[src/rtl/assert_macros.svh]
// ----------------------------------------------------------------------------
// Assertion macros
// Shared concurrent assertion helpers for the RTL.
// ----------------------------------------------------------------------------
`ifndef ASSERT_MACROS_SVH
`define ASSERT_MACROS_SVH

// Implication under clock and active-low reset.
`define ASSERT_IMPL(label, clk, rst_n, ante, cons) \
  label: assert property (@(posedge clk) disable iff (!rst_n) (ante) |-> (cons)) \
    else $error("assertion failed");

// Next-cycle implication under clock and active-low reset.
`define ASSERT_NEXT(label, clk, rst_n, ante, cons) \
  label: assert property (@(posedge clk) disable iff (!rst_n) (ante) |=> (cons)) \
    else $error("assertion failed");

`endif

[src/rtl/lrip_pkg.sv]
// ----------------------------------------------------------------------------
// lrip_pkg
// Constants and types for the lidar range image projection block.
// ----------------------------------------------------------------------------
package lrip_pkg;

  localparam int unsigned CordicSteps = 24;
  localparam int unsigned AngW        = 29;
  localparam logic signed [AngW-1:0] AngPi     = 29'sd52707179;
  localparam logic signed [AngW-1:0] AngHalfPi = 29'sd26353589;
  localparam logic [27:0]            AngTwoPi  = 28'd105414357;

  localparam logic [2:0] StStored  = 3'd0;
  localparam logic [2:0] StRingOut = 3'd1;
  localparam logic [2:0] StSkipped = 3'd2;
  localparam logic [2:0] StClose   = 3'd3;
  localparam logic [2:0] StTaken   = 3'd4;

  localparam logic CfgRate   = 1'b0;
  localparam logic CfgMinRng = 1'b1;

  function automatic logic [23:0] atan_rom(input logic [4:0] i);
    logic [23:0] r;
    begin
      unique case (i)
        5'd0:  r = 24'd13176795;
        5'd1:  r = 24'd7778716;
        5'd2:  r = 24'd4110060;
        5'd3:  r = 24'd2086331;
        5'd4:  r = 24'd1047214;
        5'd5:  r = 24'd524117;
        5'd6:  r = 24'd262123;
        5'd7:  r = 24'd131069;
        default: r = 24'd1 << (5'd24 - i);
      endcase
      return r;
    end
  endfunction

endpackage

[src/rtl/lrip_cordic.sv]
// ----------------------------------------------------------------------------
// lrip_cordic
// Vectoring CORDIC, one rotation per cycle, giving atan2(x, y) in 2^-24 rad.
// ----------------------------------------------------------------------------
module lrip_cordic (
  input  logic                                  clk_i,
  input  logic                                  rst_ni,
  input  logic                                  start_i,
  input  logic signed [16:0]                    x_i,
  input  logic signed [16:0]                    y_i,
  output logic                                  done_o,
  output logic signed [lrip_pkg::AngW-1:0]      ang_o
);

  logic signed [36:0] p_q, p_d, q_q, q_d;
  logic signed [lrip_pkg::AngW-1:0] z_q, z_d;
  logic [4:0] i_q, i_d;
  logic busy_q, busy_d, done_q, done_d;
  logic signed [36:0] p0, q0, dp, dq;
  logic signed [lrip_pkg::AngW-1:0] a;

  always_comb begin
    p0 = 37'(y_i) <<< 16;
    q0 = 37'(x_i) <<< 16;
    p_d = p_q; q_d = q_q; z_d = z_q; i_d = i_q; busy_d = busy_q; done_d = 1'b0;
    dp = q_q >>> i_q;
    dq = p_q >>> i_q;
    a = lrip_pkg::AngW'(lrip_pkg::atan_rom(i_q));
    if (start_i) begin
      if (x_i == '0 && y_i == '0) begin
        z_d = '0; busy_d = 1'b0; done_d = 1'b1;
      end else begin
        busy_d = 1'b1; i_d = '0;
        if (p0 < 0) begin
          z_d = (q0 >= 0) ? lrip_pkg::AngPi : -lrip_pkg::AngPi;
          p_d = -p0; q_d = -q0;
        end else begin
          z_d = '0; p_d = p0; q_d = q0;
        end
      end
    end else if (busy_q) begin
      if (q_q >= 0) begin
        p_d = p_q + dp; q_d = q_q - dq; z_d = z_q + a;
      end else begin
        p_d = p_q - dp; q_d = q_q + dq; z_d = z_q - a;
      end
      i_d = i_q + 5'd1;
      if (i_q == 5'(lrip_pkg::CordicSteps - 1)) begin
        busy_d = 1'b0; done_d = 1'b1;
      end
    end
  end

  always_ff @(posedge clk_i or negedge rst_ni) begin
    if (!rst_ni) begin
      busy_q <= 1'b0; done_q <= 1'b0; i_q <= '0;
    end else begin
      busy_q <= busy_d; done_q <= done_d; i_q <= i_d;
    end
  end

  always_ff @(posedge clk_i) begin
    p_q <= p_d; q_q <= q_d; z_q <= z_d;
  end

  assign done_o = done_q;
  assign ang_o  = z_q;

endmodule

[config.mk]
export PLATFORM = sky130hd
export DESIGN_NAME = lrip_cordic
export DESIGN_NICKNAME = d
export VERILOG_FILES = /design/src/rtl/assert_macros.svh /design/src/rtl/lrip_pkg.sv /design/src/rtl/lrip_cordic.sv
export SDC_FILE = /design/constraint.sdc
export NUM_CORES = 1
export LEC_CHECK = 0
export ABC_CLOCK_PERIOD_IN_PS = 16250
export BUFFER_PORTS_ARGS = -buffer_cell sky130_fd_sc_hd__buf_2
export CORE_MARGIN = 2
export CORE_UTILIZATION = 45
export CTS_BUF_LIST = sky130_fd_sc_hd__clkbuf_4 sky130_fd_sc_hd__clkbuf_8
export DETAILED_ROUTE_END_ITERATION = 8
export GPL_ROUTABILITY_DRIVEN = 0
export SYNTH_ARGS = -nofsm -noshare
export SYNTH_HDL_FRONTEND = slang
export SYNTH_SLANG_ARGS = --single-unit
[constraint.sdc]
create_clock -name clk_i -period 16.25 [get_ports clk_i]
set_input_delay 0.8125 -clock clk_i [delete_from_list [all_inputs] [get_ports clk_i]]
set_output_delay 0.8125 -clock clk_i [all_outputs]
set_load 0.02 [all_outputs]
==> summary.txt <==
CTS tree -> built
largest net degree at the start of global routing -> 79
fin crit share -> 50.1%
number of flops mapped to enable cells by yosys -> 103
Period minus WS final -> 8.14 ns
Clk Latency, worst-skew pair -> 0.49 ns
GRT Util Overall -> 29.5%
#FFs+latches synth -> 110
ys flop type -> edfxtp_1
RSZ-0062 raised after global routing -> false
Clock Skew -> 0.0215 ns
Post-CTS Hold Buffers -> 0
WP data required -> 16.47 ns
post-synthesis sequential area ratio -> 17.5%
# DRC -> 0
clock sinks -> 110
Post-CTS Setup Bufs -> 0
Die H -> 208 um
Net Count, Synth -> 2355
Core Region -> 0.0409 mm^2
Setup Viol. Count Final -> 0
synth warn -> 0
total CTS buffers -> 9
proportion of layout cells with a drive suffix above 1 -> 13.9%
total gr overflow -> 0
Async SR Flop Fraction -> 6.36%
post-DR vias/cell -> 6.74
FP Rows -> 74
final net count -> 2314
worst r2r path cells -> 21
Cells after Synth -> 2199
H-tree levels -> 3
vias in the first global route -> 17.3k
area growth from synthesis to layout -> 3.46%
status -> finished clean
first-pass GRT wire length -> 101000 um
final-report hold violation count -> 0
synth unique cells -> 99
DR WL/cell -> 24.1 um
CP arrival -> 8.36 ns
vias post-DR -> 18.2k
diode count -> 0
Reg2Reg Setup Slack -> 8.11 ns
Root Driver -> clkbuf_8
Final Core Density -> 47.3%
Worst setup SP type -> flop
post_cts resized -> 0
initial antenna violation count -> 0
syn avg cell area -> 8.51 um^2
most common cell after layout, fill and taps aside -> o21ai_0
clock slew at reported path FFs -> 0.13 ns
post-detail-place hpwl -> 48300 um
Max Root-Sink Buffers -> 2
die area -> 0.0432 mm^2
mapped cell area -> 0.0187 mm^2
FMAX -> 0.123 GHz
Initial Util -> 45.7%
Slew HR -> 27.2%
final wirelength -> 64900 um
I/O Buffers -> 66
Ports -> 67
maxcap violations -> 0
min-delay worst type -> in -> async
worst slew pin tran -> 1.09 ns
critical path fanouts, max -> 69
first drt pass iteration count -> 7
most frequent cells in the layout -> o21ai_0, nand2_1, nor2_1, a21oi_1, xnor2_1
DRT antenna net count -> 0
setup tns final -> 0 ns
Slew Limit Fails -> 0
Setup Crit Path Kind -> reg -> reg
Crit. End Element -> flop
initial drt markers -> 2114
die width -> 208 um
metrics by stage:
stage	hold WS, ns	setup WS (ns)	instance area (um^2)	cells
after global placement	0.639	8.45	19200	2679
final	0.152	8.11	19400	2695
after floorplan	0.517	10.33	18700	2199
after detailed placement	0.640	8.30	19200	2679
after CTS	0.137	8.25	19400	2695
after global routing	0.129	7.52	19400	2695
worst paths after layout:
| path | start | end |
|---|---|---|
| worst max-delay path | i_q[1] | q_q[36] |
| worst min register to register | busy_q | done_o |
| worst min-delay path | rst_ni | i_q[2] |
| max in group asynchronous | rst_ni | i_q[0] |
| min in group clk_i | busy_q | done_o |
| worst max register to register | i_q[1] | q_q[36] |
state kept, by name, indices dropped and copies added, names as in the netlist:
name	flops
ang_o	29
busy_q	1
q_q	37
i_q	5
p_q	37
done_o	1
synthesized netlist by cell type (all sizes together), types with 19 or more instances:
cell    instances  area (um^2)
and3           21          133
inv            49          184
nor2          188          711
edfxtp        103         3090
o211ai         24          180
o31ai          23          186
buf            62          417
or3            19          119
nand2b         49          307
o21a           22          165
ha            116         1450
nand2         193          724
a21o           46          345
nor3           40          215
o21ai         200         1000
a211oi         27          203
a31oi          22          138
o22ai          35          219
xnor2         126         1100
mux2           46          522
a21oi         144          724
nor2b          28          175
or2            23          146
nand3          47          235
xor2           72          631
mux2i          72          721
clkbuf         76          287
mux4           98         2240
worst max-delay path, cell delays in order (launching register included):
cell and delay, ns:
dfrtp_4 1.01, buf_4 0.89, mux4_1 0.67, mux2i_1 0.42, mux2i_1 0.25, o221ai_1 0.38
nor3b_2 0.39, or3b_4 0.46, nand2b_1 0.22, o21ai_0 0.22, xor2_1 0.18, ha_1 0.34
a21o_1 0.19, a21o_1 0.17, a221o_1 0.36, a31oi_1 0.21, a31oi_1 0.22, a311oi_1 0.41
o21ai_0 0.23, o41ai_1 0.34, xnor2_1 0.16, o21ai_0 0.08
metal layers:
layer | global-route usage [%] | wire [um]
met1 | 39.1 | 26900
met2 | 46.1 | 29000
met5 | 0 | 0
met3 | 6.79 | 6080
met4 | 13.1 | 3060
cells by family (layout without fill, tap and decap cells):
kind of cell,after synthesis,after routing,synth area share [%]
muxes,216,216,18.6
adders and majority gates,119,119,8.08
and+or+nand+nor,679,679,17.7
DFF,110,110,17.5
AOI/OAI and AO/OA,689,689,24.1
xor gates and xnor gates,198,198,9.27
buffers and inverters,188,152,4.76
layout make-up:
type	count	area, um^2
Tap cell	532	666
Clock buffer	10	131
Clock inverter	6	50.0
Multi-Input combinational cell	1901	14600
Timing Repair Buffer	86	483
Fill cell	3985	21600
Inverter	50	188
Sequential cell	110	3280
Power is not shown: default switching activity piles up to over one toggle a cycle in this logic, so the estimate is an artifact.
