--- src/rtl/assert_macros.svh ---
// ----------------------------------------------------------------------------
// Assertion macros
// Shared concurrent assertion helpers for the RTL.
// ----------------------------------------------------------------------------
`ifndef ASSERT_MACROS_SVH
`define ASSERT_MACROS_SVH

// Implication under clock and active-low reset.
`define ASSERT_IMPL(label, clk, rst_n, ante, cons) \
  label: assert property (@(posedge clk) disable iff (!rst_n) (ante) |-> (cons)) \
    else $error("assertion failed");

// Next-cycle implication under clock and active-low reset.
`define ASSERT_NEXT(label, clk, rst_n, ante, cons) \
  label: assert property (@(posedge clk) disable iff (!rst_n) (ante) |=> (cons)) \
    else $error("assertion failed");

`endif

--- src/rtl/lrip_isqrt.sv ---
// ----------------------------------------------------------------------------
// lrip_isqrt
// Sum of squares by shift-add, then digit-by-digit rounded square root.
// ----------------------------------------------------------------------------
module lrip_isqrt (
  input  logic               clk_i,
  input  logic               rst_ni,
  input  logic               start_i,
  input  logic signed [16:0] x_i,
  input  logic signed [16:0] y_i,
  input  logic signed [16:0] z_i,
  output logic               done_o,
  output logic [16:0]        root_o
);

  localparam logic [1:0] PhSq = 2'd1;
  localparam logic [1:0] PhRt = 2'd2;
  localparam logic [1:0] PhIdle = 2'd0;
  localparam logic [1:0] PhRnd = 2'd3;

  logic [1:0] ph_q, ph_d;
  logic [1:0] ax_q, ax_d;
  logic [4:0] n_q, n_d;
  logic [16:0] m_q, m_d;
  logic [35:0] acc_q, acc_d, s_q, s_d;
  logic [35:0] r_q, r_d;
  logic done_q, done_d;
  logic [16:0] mag;
  logic [35:0] bit_v, trial;

  function automatic logic [16:0] absv(input logic signed [16:0] v);
    return v[16] ? 17'(-v) : 17'(v);
  endfunction

  always_comb begin
    ph_d = ph_q; ax_d = ax_q; n_d = n_q; m_d = m_q; acc_d = acc_q;
    s_d = s_q; r_d = r_q; done_d = 1'b0;
    mag = '0;
    unique case (ax_q)
      2'd0: mag = absv(x_i);
      2'd1: mag = absv(y_i);
      default: mag = absv(z_i);
    endcase
    bit_v = 36'd1 << {n_q, 1'b0};
    trial = r_q + bit_v;
    unique case (ph_q)
      PhIdle: begin
        if (start_i) begin
          ph_d = PhSq; ax_d = 2'd0; n_d = '0; acc_d = '0; m_d = absv(x_i);
        end
      end
      PhSq: begin
        if (m_q[0]) acc_d = acc_q + (36'(mag) << n_q);
        m_d = m_q >> 1;
        n_d = n_q + 5'd1;
        if (n_q == 5'd16) begin
          n_d = '0;
          if (ax_q == 2'd2) begin
            ph_d = PhRt; s_d = acc_d; r_d = '0; n_d = 5'd17;
          end else begin
            ax_d = ax_q + 2'd1;
            m_d = (ax_q == 2'd0) ? absv(y_i) : absv(z_i);
          end
        end
      end
      PhRt: begin
        if (s_q >= trial) begin
          s_d = s_q - trial; r_d = (r_q >> 1) + bit_v;
        end else begin
          r_d = r_q >> 1;
        end
        n_d = n_q - 5'd1;
        if (n_q == 5'd0) ph_d = PhRnd;
      end
      default: begin
        if (s_q > r_q) r_d = r_q + 36'd1;
        ph_d = PhIdle; done_d = 1'b1;
      end
    endcase
  end

  always_ff @(posedge clk_i or negedge rst_ni) begin
    if (!rst_ni) begin
      ph_q <= PhIdle; done_q <= 1'b0; ax_q <= '0; n_q <= '0;
    end else begin
      ph_q <= ph_d; done_q <= done_d; ax_q <= ax_d; n_q <= n_d;
    end
  end

  always_ff @(posedge clk_i) begin
    m_q <= m_d; acc_q <= acc_d; s_q <= s_d; r_q <= r_d;
  end

  assign done_o = done_q;
  assign root_o = r_q[16:0];

endmodule

--- config.mk ---
export PLATFORM = sky130hd
export DESIGN_NAME = lrip_isqrt
export DESIGN_NICKNAME = d
export VERILOG_FILES = /design/src/rtl/assert_macros.svh /design/src/rtl/lrip_isqrt.sv
export SDC_FILE = /design/constraint.sdc
export NUM_CORES = 1
export LEC_CHECK = 0
export BUFFER_PORTS_ARGS = -buffer_cell sky130_fd_sc_hd__buf_4
export CAP_MARGIN = 20
export CORE_MARGIN = 2
export CORE_UTILIZATION = 25
export CTS_BUF_LIST = sky130_fd_sc_hd__clkbuf_2
export CTS_CLUSTER_SIZE = 25
export DETAILED_ROUTE_END_ITERATION = 10
export MAX_ROUTING_LAYER = met4
export SLEW_MARGIN = 10
export SYNTH_ARGS = -nofsm -noshare
export SYNTH_HDL_FRONTEND = slang
export SYNTH_SLANG_ARGS = --single-unit
--- constraint.sdc ---
create_clock -name clk_i -period 8.48 [get_ports clk_i]
set_input_delay 0.424 -clock clk_i [delete_from_list [all_inputs] [get_ports clk_i]]
set_output_delay 0.424 -clock clk_i [all_outputs]
set_load 0.05 [all_outputs]
==> qor.yml <==
setup.worst_path.end: "r_q[32]"
synthArstFlopShare_pct: 7.41
wl_um: 55900
slowest_stage: "nor4b_2"
wl_per_cell_um: 17.9
fmax_ghz: 0.138
relSlewSlack_pct: 31.4
clock-sinks: 135
setup_violations: 0
die_h_um: 268
die_w_um: 268
gp_congestion: 0.978
worstSetupEndpointType: "register"
cts_buffers: 17
fin_util_pct: 27.8
grt_pass1_wl_um: 87200
cp_top_family: "compound AO/OA/AOI/OAI gates"
ys_top_cells_by_area: "edfxtp_1 22%, ha_1 11%, xnor2_1 7.7%"
critical_path_arrival_ns: 7.92
yosys_register_bits: 135
status: "finished clean"
grt_max_degree: 49
fin_tns_setup_ns: 0
crit_buf_inv: 2
dpl_worst_slack_ns: 1.31
post_route_cells_drive_above_1_share_pct: 8.20
core_sq_um: 68700
die_area_sq_um: 71600
cts_tree: "yes"
synth_edf_count: 125
grt_pass1_vias: 15200
syn_nets: 2386
rows: 96
yosysSeqAreaShare_pct: 23.1
ys.flop_type: "edfxtp_1"
via_per_inst: 5.24
grt_overflow: 0
post-route-period-util_pct: 85.4
min_period_ns: 7.24
dpl.hpwl_um: 43700
yosysTopAreaCell: "edfxtp_1"
crit_chain: "buf_4 -> inv_2 -> ha_1 -> nor4b_2 -> o21ai_0 -> o31ai_2 -> o21bai_1 -> a31oi_1 -> a31o_2 -> a31oi_1 -> xnor2_1 -> ha_1 -> a21o_1 -> a21oi_1 -> nor2b_1 -> a311oi_1 -> o211ai_1 -> o21ai_0 -> nand2_1 -> nand4_1 -> or3b_2"
drcViolationCount: 0
max_stage_delay_ns: 0.85
clockBufferDepth: 2
fin_nets: 2382
dr.pass1.iters: 6
timing.rr.start: "n_q[0]"
start_util_pct: 25.3
ys_types: 87
wl_met3_um: 3030
yosys-top-cells-count: "215 x nor2_1, 206 x nand2_1, 157 x ha_1"
startpoint_type: "register"
worstMarginPinSlew_ns: 1.03
crit_fanout: 26
cap_violations: 0
cts.reportedPaths.clkPinSlew_ns: 0.30
ant_nets: 0
critical_path_class: "reg2reg"
htree_levels: 4
numPortBuffers: 71
final_hold_viol_count: 0
crit_cells: 21
ff2ff_path_depth: 21
synth_top_area_share_pct: 21.6
synth.avg_cell_area_sq_um: 7.99
r2r_end: "r_q[32]"
vias: 16300
reg2reg_slack_ns: 1.24
setup_slack_ns: 1.24
dr_wl_met2_um: 24300
root_buffer: "clkbuf_2"
ys_warn_count: 0
clkLatencyLatePin_ns: 0.90
track_usage_pct: 15.9
holdCritPathClass: "in2reg"
met1Wirelength_um: 27700
drtIter0Drc: 1384
fin_skew_ns: 0.0829
synthCells: 2173
cp.required_ns: 9.16
startpoint: "n_q[0]"
antenna_found_initial: 2
syn-cell-area_sq_um: 17400
area_growth_pct: 9.93
drv_slew: 0
fill_cells: 7554
highest_layer: "met4"
io_pins: 72
synth.most_common_cell: "nor2_1"
rsz0062_at_grt: "false"
post-cts-setup-buffer-count: 0
-- sequential cells by signal (all words and copies together), names as in the netlist --
register	flops
done_o	1
ph_q	2
m_q	17
acc_q	36
n_q	5
s_q	36
ax_q	2
r_q	36
-- how the worst min path moves through the flow --
stage,end,cells past startpoint,from,slack (ns)
6_report,m_q[4],5,x_i[4],0.07
5_1_grt,m_q[3],4,x_i[3],0.02
4_1_cts,m_q[14],3,x_i[14],0.004
3_3_place_gp,ax_q[1],1,rst_ni,0.28
3_5_place_dp,ax_q[1],1,rst_ni,0.29
2_1_floorplan,ax_q[0],0,rst_ni,0.13
-- placed cells by master, fill, tap and decap left out, drive strengths merged, types with 19 or more instances in the layout --
| master | count |
|---|---|
| nor2 | 215 |
| nand2 | 206 |
| ha | 157 |
| xnor2 | 153 |
| o21ai | 137 |
| a21oi | 132 |
| edfxtp | 125 |
| buf | 97 |
| inv | 86 |
| mux2i | 84 |
| a21o | 52 |
| a31oi | 51 |
| nand3 | 49 |
| xor2 | 46 |
| nor3 | 39 |
| nand2b | 37 |
| and3 | 32 |
| o22ai | 32 |
| nand4 | 28 |
| o21bai | 25 |
| and2 | 24 |
| o31ai | 22 |
| o211ai | 21 |
| nor4 | 19 |
| a211oi | 19 |
-- what timing repair did --
item                                    CTS  global route
endpoints found under the setup margin    0             0
hold buffers                             14             0
endpoints found under the hold margin    21             0
gates resized for setup                   0             0
-- layout make-up --
cell class | instances | area, sq um | area share (%)
multi-input cells | 1822 | 12500 | 65.6
flip-flops and latches | 135 | 4000 | 21.0
well taps | 931 | 1160 | 6.10
repair buffers | 111 | 868 | 4.55
inverters | 82 | 308 | 1.61
clock inverters | 15 | 133 | 0.695
clock buffers | 17 | 85.1 | 0.446
diodes | 3 | 7.51 | 0.0393
-- per-stage QoR --
| step | hold slack, ns | instances | cell area [sq um] |
|---|---|---|---|
| 2_1_floorplan | 0.128 | 2173 | 17400 |
| 3_3_place_gp | 0.284 | 3067 | 18700 |
| 3_5_place_dp | 0.287 | 3067 | 18700 |
| 4_1_cts | 0.00413 | 3113 | 19100 |
| 5_1_grt | 0.0204 | 3115 | 19100 |
| 6_report | 0.0680 | 3116 | 19100 |
-- logic make-up after synthesis --
logic type                 Yosys count  synth area share (%)
AOI/OAI and AO/OA                  620                  23.6
xor gates and xnor gates           199                  10.0
adders and majority gates          165                  11.9
buffers and inverters              216                  5.07
DFF                                135                  23.1
muxes                               93                  5.49
and+or+nand+nor                    745                  20.9
-- layer usage --
metal / global-route usage (%) / vias to the layer above
li1: - / 8017
met1: 22.6 / 7743
met2: 24.2 / 509
met3: 1.94 / 59
met4: 3.07 / 0
met5: - / -
-- tightest hold or removal path: stages --
cell      delay [ns]
buf_4           0.10
nand2b_1        0.05
o221ai_1        0.13
nor2_1          0.06
a21oi_1         0.11
Power is left out: the tool's default activity adds up to more than one toggle a clock period on the data nets, which glitch-free logic cannot reach.
